==> src/hw/rtl/bfa_pkg.sv <==
// Shared constants, types and state codes of the bitmap frame allocator.
package bfa_pkg;

  localparam int ADDR_W     = 48;
  localparam int CNT_W      = 15;
  localparam int PAGE_BYTES = 4096;
  localparam int MAX_FRAMES = 16384;
  localparam int PAGE_SHIFT = $clog2(PAGE_BYTES);
  localparam int WORD_BITS  = 64;
  localparam int BIT_W      = $clog2(WORD_BITS);
  localparam int MAP_WORDS  = MAX_FRAMES / WORD_BITS;
  localparam int WORD_AW    = $clog2(MAP_WORDS);
  localparam int FIDX_W     = $clog2(MAX_FRAMES);
  localparam int OFF_W      = ADDR_W - PAGE_SHIFT;
  localparam int STEP_W     = ADDR_W + 1 - PAGE_SHIFT;
  localparam int CFG_IDX_W  = 2;

  localparam logic [CFG_IDX_W-1:0] REG_BASE  = CFG_IDX_W'(0);
  localparam logic [CFG_IDX_W-1:0] REG_COUNT = CFG_IDX_W'(1);

  localparam logic REQ_ALLOC   = 1'b0;
  localparam logic REQ_RESERVE = 1'b1;
  localparam logic STAT_OK     = 1'b0;
  localparam logic STAT_FAIL   = 1'b1;

  typedef logic [WORD_BITS-1:0] word_t;

  typedef struct packed {
    logic               en;
    logic [WORD_AW-1:0] addr;
  } rd_req_t;

  typedef struct packed {
    logic               en;
    logic [WORD_AW-1:0] addr;
    word_t              data;
  } wr_req_t;

  typedef struct packed {
    logic [ADDR_W-1:0] addr;
    logic              status;
  } result_t;

  typedef enum logic [3:0] {
    ST_IDLE,
    ST_ASCAN,
    ST_AADDR,
    ST_R1,
    ST_R2,
    ST_R3,
    ST_R4,
    ST_RMARK,
    ST_DONE
  } ctrl_state_t;

endpackage

==> src/hw/rtl/bfa_ctrl.sv <==
// Request sequencer: word scan for allocate, range walk for reserve.
module bfa_ctrl (
  input  logic                          clk,
  input  logic                          rst_n,
  input  logic                          in_valid,
  output logic                          in_ready,
  input  logic                          req_type,
  input  logic [bfa_pkg::ADDR_W-1:0]    range_start,
  input  logic [bfa_pkg::ADDR_W-1:0]    range_end,
  input  logic [bfa_pkg::ADDR_W-1:0]    base_addr,
  input  logic [bfa_pkg::CNT_W-1:0]     frame_cnt,
  output logic                          res_valid,
  input  logic                          res_ready,
  output bfa_pkg::result_t              res,
  output bfa_pkg::rd_req_t              rd_req,
  output bfa_pkg::wr_req_t              wr_req,
  input  bfa_pkg::word_t                rd_data
);

  localparam logic [bfa_pkg::BIT_W-1:0] TOP_BIT = bfa_pkg::BIT_W'(bfa_pkg::WORD_BITS - 1);

  function automatic logic [bfa_pkg::BIT_W-1:0] enc_onehot(input bfa_pkg::word_t oh);
    logic [bfa_pkg::BIT_W-1:0] idx;
    idx = '0;
    for (int i = 0; i < bfa_pkg::WORD_BITS; i++) begin
      if (oh[i]) begin
        idx = idx | bfa_pkg::BIT_W'(i);
      end
    end
    return idx;
  endfunction

  bfa_pkg::ctrl_state_t state_r, state_nxt;

  logic [bfa_pkg::CNT_W-1:0]   cnt_r, cnt_nxt;
  logic [bfa_pkg::ADDR_W-1:0]  start_r, start_nxt;
  logic [bfa_pkg::ADDR_W-1:0]  end_r, end_nxt;
  logic [bfa_pkg::OFF_W-1:0]   first_r, first_nxt;
  logic [bfa_pkg::STEP_W-1:0]  steps_r, steps_nxt;
  logic                        ok_r, ok_nxt;
  logic [bfa_pkg::CNT_W-1:0]   room_r, room_nxt;
  logic [bfa_pkg::WORD_AW-1:0] firstw_r, firstw_nxt;
  logic [bfa_pkg::BIT_W-1:0]   firstb_r, firstb_nxt;
  logic [bfa_pkg::WORD_AW-1:0] lastw_r, lastw_nxt;
  logic [bfa_pkg::BIT_W-1:0]   lastb_r, lastb_nxt;
  logic [bfa_pkg::WORD_AW-1:0] rd_ptr_r, rd_ptr_nxt;
  logic                        iss_done_r, iss_done_nxt;
  logic                        chk_vld_r, chk_vld_nxt;
  logic [bfa_pkg::WORD_AW-1:0] chk_word_r, chk_word_nxt;
  logic [bfa_pkg::FIDX_W-1:0]  hit_idx_r, hit_idx_nxt;
  bfa_pkg::result_t            res_r, res_nxt;

  logic [bfa_pkg::CNT_W-1:0]   act_cnt;
  logic [bfa_pkg::CNT_W-1:0]   last_idx;
  logic [bfa_pkg::CNT_W-1:0]   stop_idx;
  logic [bfa_pkg::CNT_W-1:0]   stop_m1;
  logic [bfa_pkg::ADDR_W-1:0]  diff;
  logic [bfa_pkg::ADDR_W-1:0]  off;
  logic [bfa_pkg::ADDR_W:0]    rounded;
  logic                        issue;
  bfa_pkg::word_t              vmask;
  bfa_pkg::word_t              free_bits;
  bfa_pkg::word_t              iso;
  logic [bfa_pkg::BIT_W-1:0]   lo_bit;
  logic [bfa_pkg::BIT_W-1:0]   hi_bit;
  bfa_pkg::word_t              rmask;

  assign act_cnt  = (frame_cnt > bfa_pkg::CNT_W'(bfa_pkg::MAX_FRAMES)) ?
                    bfa_pkg::CNT_W'(bfa_pkg::MAX_FRAMES) : frame_cnt;
  assign last_idx = act_cnt - bfa_pkg::CNT_W'(1);

  always_ff @(posedge clk) begin
    if (!rst_n) begin
      state_r   <= bfa_pkg::ST_IDLE;
      chk_vld_r <= 1'b0;
    end else begin
      state_r   <= state_nxt;
      chk_vld_r <= chk_vld_nxt;
    end
  end

  always_ff @(posedge clk) begin
    cnt_r      <= cnt_nxt;
    start_r    <= start_nxt;
    end_r      <= end_nxt;
    first_r    <= first_nxt;
    steps_r    <= steps_nxt;
    ok_r       <= ok_nxt;
    room_r     <= room_nxt;
    firstw_r   <= firstw_nxt;
    firstb_r   <= firstb_nxt;
    lastw_r    <= lastw_nxt;
    lastb_r    <= lastb_nxt;
    rd_ptr_r   <= rd_ptr_nxt;
    iss_done_r <= iss_done_nxt;
    chk_word_r <= chk_word_nxt;
    hit_idx_r  <= hit_idx_nxt;
    res_r      <= res_nxt;
  end

  always_comb begin
    state_nxt    = state_r;
    cnt_nxt      = cnt_r;
    start_nxt    = start_r;
    end_nxt      = end_r;
    first_nxt    = first_r;
    steps_nxt    = steps_r;
    ok_nxt       = ok_r;
    room_nxt     = room_r;
    firstw_nxt   = firstw_r;
    firstb_nxt   = firstb_r;
    lastw_nxt    = lastw_r;
    lastb_nxt    = lastb_r;
    rd_ptr_nxt   = rd_ptr_r;
    iss_done_nxt = iss_done_r;
    chk_vld_nxt  = 1'b0;
    chk_word_nxt = chk_word_r;
    hit_idx_nxt  = hit_idx_r;
    res_nxt      = res_r;
    in_ready     = 1'b0;
    res_valid    = 1'b0;
    rd_req       = '0;
    wr_req       = '0;

    diff      = end_r - start_r;
    off       = start_r - base_addr;
    rounded   = {1'b0, diff} + (bfa_pkg::ADDR_W + 1)'(bfa_pkg::PAGE_BYTES - 1);
    stop_idx  = (steps_r < bfa_pkg::STEP_W'(room_r)) ?
                first_r[bfa_pkg::CNT_W-1:0] + steps_r[bfa_pkg::CNT_W-1:0] : cnt_r;
    stop_m1   = stop_idx - bfa_pkg::CNT_W'(1);

    // Scan and walk share the read pipeline: issue one word a cycle, check it the next.
    issue     = ((state_r == bfa_pkg::ST_ASCAN) || (state_r == bfa_pkg::ST_RMARK)) &&
                !iss_done_r;
    vmask     = (chk_word_r == lastw_r) ? ({bfa_pkg::WORD_BITS{1'b1}} >> (TOP_BIT - lastb_r))
                                        : {bfa_pkg::WORD_BITS{1'b1}};
    free_bits = ~rd_data & vmask;
    iso       = free_bits & (~free_bits + bfa_pkg::WORD_BITS'(1));
    lo_bit    = (chk_word_r == firstw_r) ? firstb_r : '0;
    hi_bit    = (chk_word_r == lastw_r) ? lastb_r : TOP_BIT;
    rmask     = ({bfa_pkg::WORD_BITS{1'b1}} << lo_bit) &
                ({bfa_pkg::WORD_BITS{1'b1}} >> (TOP_BIT - hi_bit));

    if (issue) begin
      rd_req.en    = 1'b1;
      rd_req.addr  = rd_ptr_r;
      chk_vld_nxt  = 1'b1;
      chk_word_nxt = rd_ptr_r;
      if (rd_ptr_r == lastw_r) begin
        iss_done_nxt = 1'b1;
      end else begin
        rd_ptr_nxt = rd_ptr_r + bfa_pkg::WORD_AW'(1);
      end
    end

    unique case (state_r)
      bfa_pkg::ST_IDLE: begin
        in_ready = 1'b1;
        if (in_valid) begin
          cnt_nxt        = act_cnt;
          start_nxt      = range_start;
          end_nxt        = range_end;
          res_nxt.addr   = '0;
          res_nxt.status = bfa_pkg::STAT_OK;
          rd_ptr_nxt     = '0;
          iss_done_nxt   = 1'b0;
          firstw_nxt     = '0;
          firstb_nxt     = '0;
          lastw_nxt      = last_idx[bfa_pkg::BIT_W +: bfa_pkg::WORD_AW];
          lastb_nxt      = last_idx[bfa_pkg::BIT_W-1:0];
          if (act_cnt == '0) begin
            res_nxt.status = bfa_pkg::STAT_FAIL;
            state_nxt      = bfa_pkg::ST_DONE;
          end else if (req_type == bfa_pkg::REQ_ALLOC) begin
            state_nxt = bfa_pkg::ST_ASCAN;
          end else begin
            state_nxt = bfa_pkg::ST_R1;
          end
        end
      end
      bfa_pkg::ST_ASCAN: begin
        if (chk_vld_r) begin
          if (free_bits != '0) begin
            wr_req.en   = 1'b1;
            wr_req.addr = chk_word_r;
            wr_req.data = rd_data | iso;
            hit_idx_nxt = {chk_word_r, enc_onehot(iso)};
            state_nxt   = bfa_pkg::ST_AADDR;
          end else if (chk_word_r == lastw_r) begin
            res_nxt.status = bfa_pkg::STAT_FAIL;
            state_nxt      = bfa_pkg::ST_DONE;
          end
        end
      end
      bfa_pkg::ST_AADDR: begin
        res_nxt.addr = base_addr +
                       (bfa_pkg::ADDR_W'(hit_idx_r) << bfa_pkg::PAGE_SHIFT);
        state_nxt    = bfa_pkg::ST_DONE;
      end
      bfa_pkg::ST_R1: begin
        if (start_r < base_addr) begin
          start_nxt = base_addr;
        end
        state_nxt = bfa_pkg::ST_R2;
      end
      bfa_pkg::ST_R2: begin
        ok_nxt    = end_r > start_r;
        first_nxt = off[bfa_pkg::ADDR_W-1:bfa_pkg::PAGE_SHIFT];
        steps_nxt = rounded[bfa_pkg::ADDR_W:bfa_pkg::PAGE_SHIFT];
        state_nxt = bfa_pkg::ST_R3;
      end
      bfa_pkg::ST_R3: begin
        if (ok_r && (first_r < bfa_pkg::OFF_W'(cnt_r))) begin
          room_nxt  = cnt_r - first_r[bfa_pkg::CNT_W-1:0];
          state_nxt = bfa_pkg::ST_R4;
        end else begin
          state_nxt = bfa_pkg::ST_DONE;
        end
      end
      bfa_pkg::ST_R4: begin
        firstw_nxt   = first_r[bfa_pkg::BIT_W +: bfa_pkg::WORD_AW];
        firstb_nxt   = first_r[bfa_pkg::BIT_W-1:0];
        lastw_nxt    = stop_m1[bfa_pkg::BIT_W +: bfa_pkg::WORD_AW];
        lastb_nxt    = stop_m1[bfa_pkg::BIT_W-1:0];
        rd_ptr_nxt   = first_r[bfa_pkg::BIT_W +: bfa_pkg::WORD_AW];
        iss_done_nxt = 1'b0;
        state_nxt    = bfa_pkg::ST_RMARK;
      end
      bfa_pkg::ST_RMARK: begin
        // Write word w back while word w+1 is being read: never the same entry.
        if (chk_vld_r) begin
          wr_req.en   = 1'b1;
          wr_req.addr = chk_word_r;
          wr_req.data = rd_data | rmask;
          if (chk_word_r == lastw_r) begin
            state_nxt = bfa_pkg::ST_DONE;
          end
        end
      end
      bfa_pkg::ST_DONE: begin
        res_valid = 1'b1;
        if (res_ready) begin
          state_nxt = bfa_pkg::ST_IDLE;
        end
      end
      default: begin
        state_nxt = bfa_pkg::ST_IDLE;
      end
    endcase
  end

  assign res = res_r;

endmodule

==> config.mk <==
export PLATFORM = sky130hd
export DESIGN_NAME = bfa_ctrl
export DESIGN_NICKNAME = d
export VERILOG_FILES = /design/src/hw/rtl/bfa_pkg.sv /design/src/hw/rtl/bfa_ctrl.sv
export SDC_FILE = /design/constraint.sdc
export NUM_CORES = 1
export LEC_CHECK = 0
export BUFFER_PORTS_ARGS = -buffer_cell sky130_fd_sc_hd__buf_2
export CAP_MARGIN = 20
export CORE_MARGIN = 4
export CORE_UTILIZATION = 40
export DETAILED_ROUTE_END_ITERATION = 10
export SYNTH_ARGS = -nofsm -noshare
export SYNTH_HDL_FRONTEND = slang
export SYNTH_SLANG_ARGS = --single-unit
==> constraint.sdc <==
create_clock -name clk -period 7.65 [get_ports clk]
set_clock_uncertainty 0.2 [all_clocks]
set_input_delay 2.295 -clock clk [delete_from_list [all_inputs] [get_ports clk]]
set_output_delay 2.295 -clock clk [all_outputs]
set_load 0.01 [all_outputs]
==> impl_metrics.csv <==
group,metric,value,unit
finish,drive_above_1_share,22.4,%
power_and_ir_drop,power_density,277,mW/mm^2
worst_hold_path,worstHoldPathCells,2,
routing,route.detailed.vias_per_inst,5.93,
critical_path,r2r-start,"start_r[1]",
place,postPlaceCellArea,0.0289,sq mm
clock_network,cts-root-buf,"sky130_fd_sc_hd__clkbuf_16",
synth,post_synthesis_sequential_area_ratio,37.2,%
timing,hold_viol,0,
clock_network,cts_hold_buf,0,
critical_path,critical_path_required,5160,ps
clock_network,numClockSinks,313,
timing,max-slew-margin-rel,27.8,%
synth,ys.flop_type,"sky130_fd_sc_hd__edfxtp_1",
critical_path,crit_fanout,3,
clock_network,clock_tree.htree_level_count,2,
place,placement.io_buffers,360,
timing,max_slew_violation_count,0,
routing,drt-total-wl,112000,um
finish,nets,3723,
global_routing,antenna_found_initial,18,
worst_hold_path,min_from,"iss_done_r",
finish,fin_area,0.0303,sq mm
power_and_ir_drop,power.leakage,12.8,nW
power_and_ir_drop,flop_pwr_share,32.0,%
clock_network,clk_path_buf_depth,3,
power_and_ir_drop,power_report.internal_total,4.86,mW
routing,drt_pass1_iterations,6,
global_routing,grtUsageTotal,32.4,%
clock_network,worstSkewPairLatency,570,ps
clock_network,cts_tree,"done",
critical_path,worst-r2r-cell-count,14,
timing,report.final.setup_viol,0,
routing,routedWlPerCell,26.7,um
timing,finalCriticalPeriod,7580,ps
finish,instances_no_fill,4194,
floorplan,coreArea,0.0616,sq mm
synth,flop_and_latch_count_out_of_synthesis,313,
critical_path,worst-setup-path-type,"in2out",
place,place.gp.congestion,1.09,
outcome,run_status,"finished, final reports clean",
critical_path,critPathCaptureType,"output port",
power_and_ir_drop,clkPwrFrac,20.7,%
worst_hold_path,tightest_hold_check_type,"reg2reg",
power_and_ir_drop,p_switching,3.54,mW
routing,vias,24891,
synth,synth-edff-count,299,
global_routing,wire_length_of_the_first_global_routing_pass,161000,um
power_and_ir_drop,vdd_ir_drop_max,0.229,mV
finish,area_growth_syn_to_layout,21.8,%
critical_path,cp-startpoint,"rd_data[20]",
global_routing,grt_pass1_vias,24285,
routing,post-route-drc-count,0,
place,dp_cells,4110,
timing,hold_slack,331,ps
floorplan,boundary_pins,361,
critical_path,worst-r2r-setup-slack,2020,ps
synth,netlist_instances,2813,
critical_path,critical-path-max-stage-delay,470,ps
power_and_ir_drop,power.combinational.fraction,47.3,%
critical_path,crit_chain,"buf_2 -> and2_1 -> o22a_1 -> nor2_1 -> a2111oi_4 -> nand4_1 -> buf_4 -> and4b_1 -> nand3_1 -> nor4_1 -> a21oi_1 -> o32ai_1 -> buf_4 -> buf_2",
place,dp_hpwl,91400,um
finish,final.fill_count,5929,
timing,totalNegativeSetupSlack,0,ps
synth,synthesis.nets,3213,
critical_path,crit_slowest_cell,"sky130_fd_sc_hd__nor4_1",
floorplan,fp-row-count,91,
synth,async_reset_ff_share,0,%
synth,synthesis.area,0.0249,sq mm
power_and_ir_drop,sw_frac_of_total,42.1,%
clock_network,cts_made_buffers,36,
floorplan,die_w,257,um
timing,slew_at_the_pin_closest_to_its_max_slew_limit,1070,ps
synth,yosysWarnings,0,
floorplan,start_util,40.4,%
timing,unrepaired_setup_endpoints_after_global_routing,"true",
floorplan,fp.dieH,257,um
global_routing,largest_net_degree_at_the_start_of_global_routing,75,
floorplan,floorplan.die_area,0.0662,sq mm
worst_hold_path,holdPathEnd,"iss_done_r",
timing,fin_crit_sh,99.1,%
clock_network,cts.clk_slew.worst_paths,60,ps
critical_path,worst_setup_path_start_kind,"input pin",
synth,syn_area_per_cell,8.84,sq um
routing,detail_route.iter0.violations,2433,
synth,synth.distinct_cells,89,
global_routing,globalRoute.totalOverflow,0,
job,number_of_maximum_capacitance_violations,0,
timing,fmax,0.132,GHz
routing,ant_nets,0,
critical_path,timing.critical_path.arrival,5090,ps
critical_path,worstReg2RegEnd,"steps_r[36]",
[sequential cells by signal (all words and copies together), names as in the netlist, 8 cells and up]
register	cells
chk_word_r	8
cnt_r	15
end_r	48
first_r	36
firstw_r	8
hit_idx_r	14
lastw_r	8
rd_ptr_r	8
res	49
room_r	15
start_r	48
steps_r	37
[cells in the mapped netlist (13+ instances only)]
cell type / number / area share (%)
sky130_fd_sc_hd__nor2_1: 285 / 4.3
sky130_fd_sc_hd__and3_1: 33 / 0.83
sky130_fd_sc_hd__and2_1: 51 / 1.3
sky130_fd_sc_hd__dfxtp_1: 14 / 1.1
sky130_fd_sc_hd__o31ai_1: 15 / 0.45
sky130_fd_sc_hd__nand3_1: 88 / 1.8
sky130_fd_sc_hd__nand2_1: 237 / 3.6
sky130_fd_sc_hd__mux2i_1: 15 / 0.60
sky130_fd_sc_hd__o21ai_0: 157 / 3.2
sky130_fd_sc_hd__buf_2: 13 / 0.26
sky130_fd_sc_hd__inv_1: 196 / 3.0
sky130_fd_sc_hd__a211oi_1: 23 / 0.69
sky130_fd_sc_hd__a21boi_0: 14 / 0.42
sky130_fd_sc_hd__xnor2_1: 125 / 4.4
sky130_fd_sc_hd__nor4_1: 33 / 0.83
sky130_fd_sc_hd__ha_1: 168 / 8.5
sky130_fd_sc_hd__nand4_1: 47 / 1.2
sky130_fd_sc_hd__a21o_1: 50 / 1.5
sky130_fd_sc_hd__nand2b_1: 28 / 0.70
sky130_fd_sc_hd__o211ai_1: 16 / 0.48
sky130_fd_sc_hd__a21oi_1: 217 / 4.4
sky130_fd_sc_hd__o21a_1: 34 / 1.0
sky130_fd_sc_hd__nor3_1: 86 / 1.7
sky130_fd_sc_hd__xor2_1: 70 / 2.5
sky130_fd_sc_hd__nor2b_1: 42 / 1.1
sky130_fd_sc_hd__clkbuf_1: 78 / 1.2
sky130_fd_sc_hd__a31oi_1: 29 / 0.73
sky130_fd_sc_hd__o21ai_1: 15 / 0.30
sky130_fd_sc_hd__or3_1: 17 / 0.43
sky130_fd_sc_hd__o22ai_1: 21 / 0.53
sky130_fd_sc_hd__or2_2: 25 / 0.63
sky130_fd_sc_hd__edfxtp_1: 299 / 36
sky130_fd_sc_hd__mux2_2: 50 / 2.3
[worst max-delay path by stage]
stage          cells after the start    endpoint  slack [ps]
6_report                          14  wr_req[36]          70
5_1_grt                           16  wr_req[35]          -3
4_1_cts                           18  wr_req[71]         0.4
2_1_floorplan                     13  wr_req[29]         210
3_5_place_dp                      14  wr_req[59]        -170
3_3_place_gp                      16  wr_req[54]         -80
[through the flow]
stage,setup slack (ps),total power [mW],utilization [%]
2_1_floorplan,213,5.16,-
4_1_cts,0.420,8.37,48.9
3_5_place_dp,-169,6.60,46.9
5_1_grt,-2.79,8.87,49.1
6_report,69.8,8.40,49.2
3_3_place_gp,-76.7,6.54,46.9
[kinds of logic after synthesis]
group,Yosys count,synth area share [%]
AND/OR/NAND/NOR,1047,21.1
AO/OA/AOI/OAI,720,18.4
buffers and inverters,301,4.75
adder cells (fa/ha/maj),172,8.78
flip-flops,313,37.2
multiplexers,65,2.87
XOR/XNOR,195,6.87
[repair_timing]
action / 4_1_cts / 5_1_grt
setup buffers: 1 / 11
pin swaps: 1 / 11
gates resized for setup: 5 / 23
endpoints found under the setup margin: 60 / 62
[metal layers]
metal	global-route usage [%]	routed length, um	vias to the layer above
met1	39.3	43100	11927
met4	18.0	7610	8
li1	-	-	11340
met3	6.27	8810	344
met2	54.3	52500	1272
met5	0	44	-
[area by class of cell]
class	count	area, sq um	share of cell area (%)
multi-input cells	2199	14500	48.0
well taps	837	1050	3.46
diodes	7	17.5	0.0579
repair buffers	575	3500	11.6
clock buffers	42	923	3.05
flip-flops and latches	313	9260	30.6
clock inverters	23	256	0.847
inverters	198	751	2.48
[power groups by stage]
stage | sequential [mW] | clock (mW) | combinational [mW]
2_1_floorplan | 2.65 | 0 | 2.51
3_3_place_gp | 2.71 | 0 | 3.83
3_5_place_dp | 2.72 | 0 | 3.88
4_1_cts | 2.69 | 1.78 | 3.91
5_1_grt | 2.72 | 1.84 | 4.31
6_report | 2.69 | 1.74 | 3.97
[cells in the final DEF, fill, tap and decap left out, types with 34 or more instances in the layout]
cell / netlist / routed
sky130_fd_sc_hd__buf_2: 13 / 358
sky130_fd_sc_hd__edfxtp_1: 299 / 299
sky130_fd_sc_hd__nor2_1: 285 / 283
sky130_fd_sc_hd__nand2_1: 237 / 234
sky130_fd_sc_hd__a21oi_1: 217 / 217
sky130_fd_sc_hd__buf_4: 1 / 207
sky130_fd_sc_hd__inv_1: 196 / 195
sky130_fd_sc_hd__ha_1: 168 / 168
sky130_fd_sc_hd__o21ai_0: 157 / 155
sky130_fd_sc_hd__xnor2_1: 125 / 125
sky130_fd_sc_hd__nand3_1: 88 / 88
sky130_fd_sc_hd__nor3_1: 86 / 85
sky130_fd_sc_hd__xor2_1: 70 / 70
sky130_fd_sc_hd__a21o_1: 50 / 50
sky130_fd_sc_hd__and2_1: 51 / 50
sky130_fd_sc_hd__mux2_2: 50 / 50
sky130_fd_sc_hd__nand4_1: 47 / 47
sky130_fd_sc_hd__nor2b_1: 42 / 42
sky130_fd_sc_hd__clkbuf_16: 0 / 36
sky130_fd_sc_hd__o21a_1: 34 / 34
[critical path, delay by kind of cell]
kind	cells	cell delay, ps
and+or+nand+nor	6	1400
buffers and inverters	4	590
AOI/OAI and AO/OA	4	800
(Power assumes the default switching activity.)
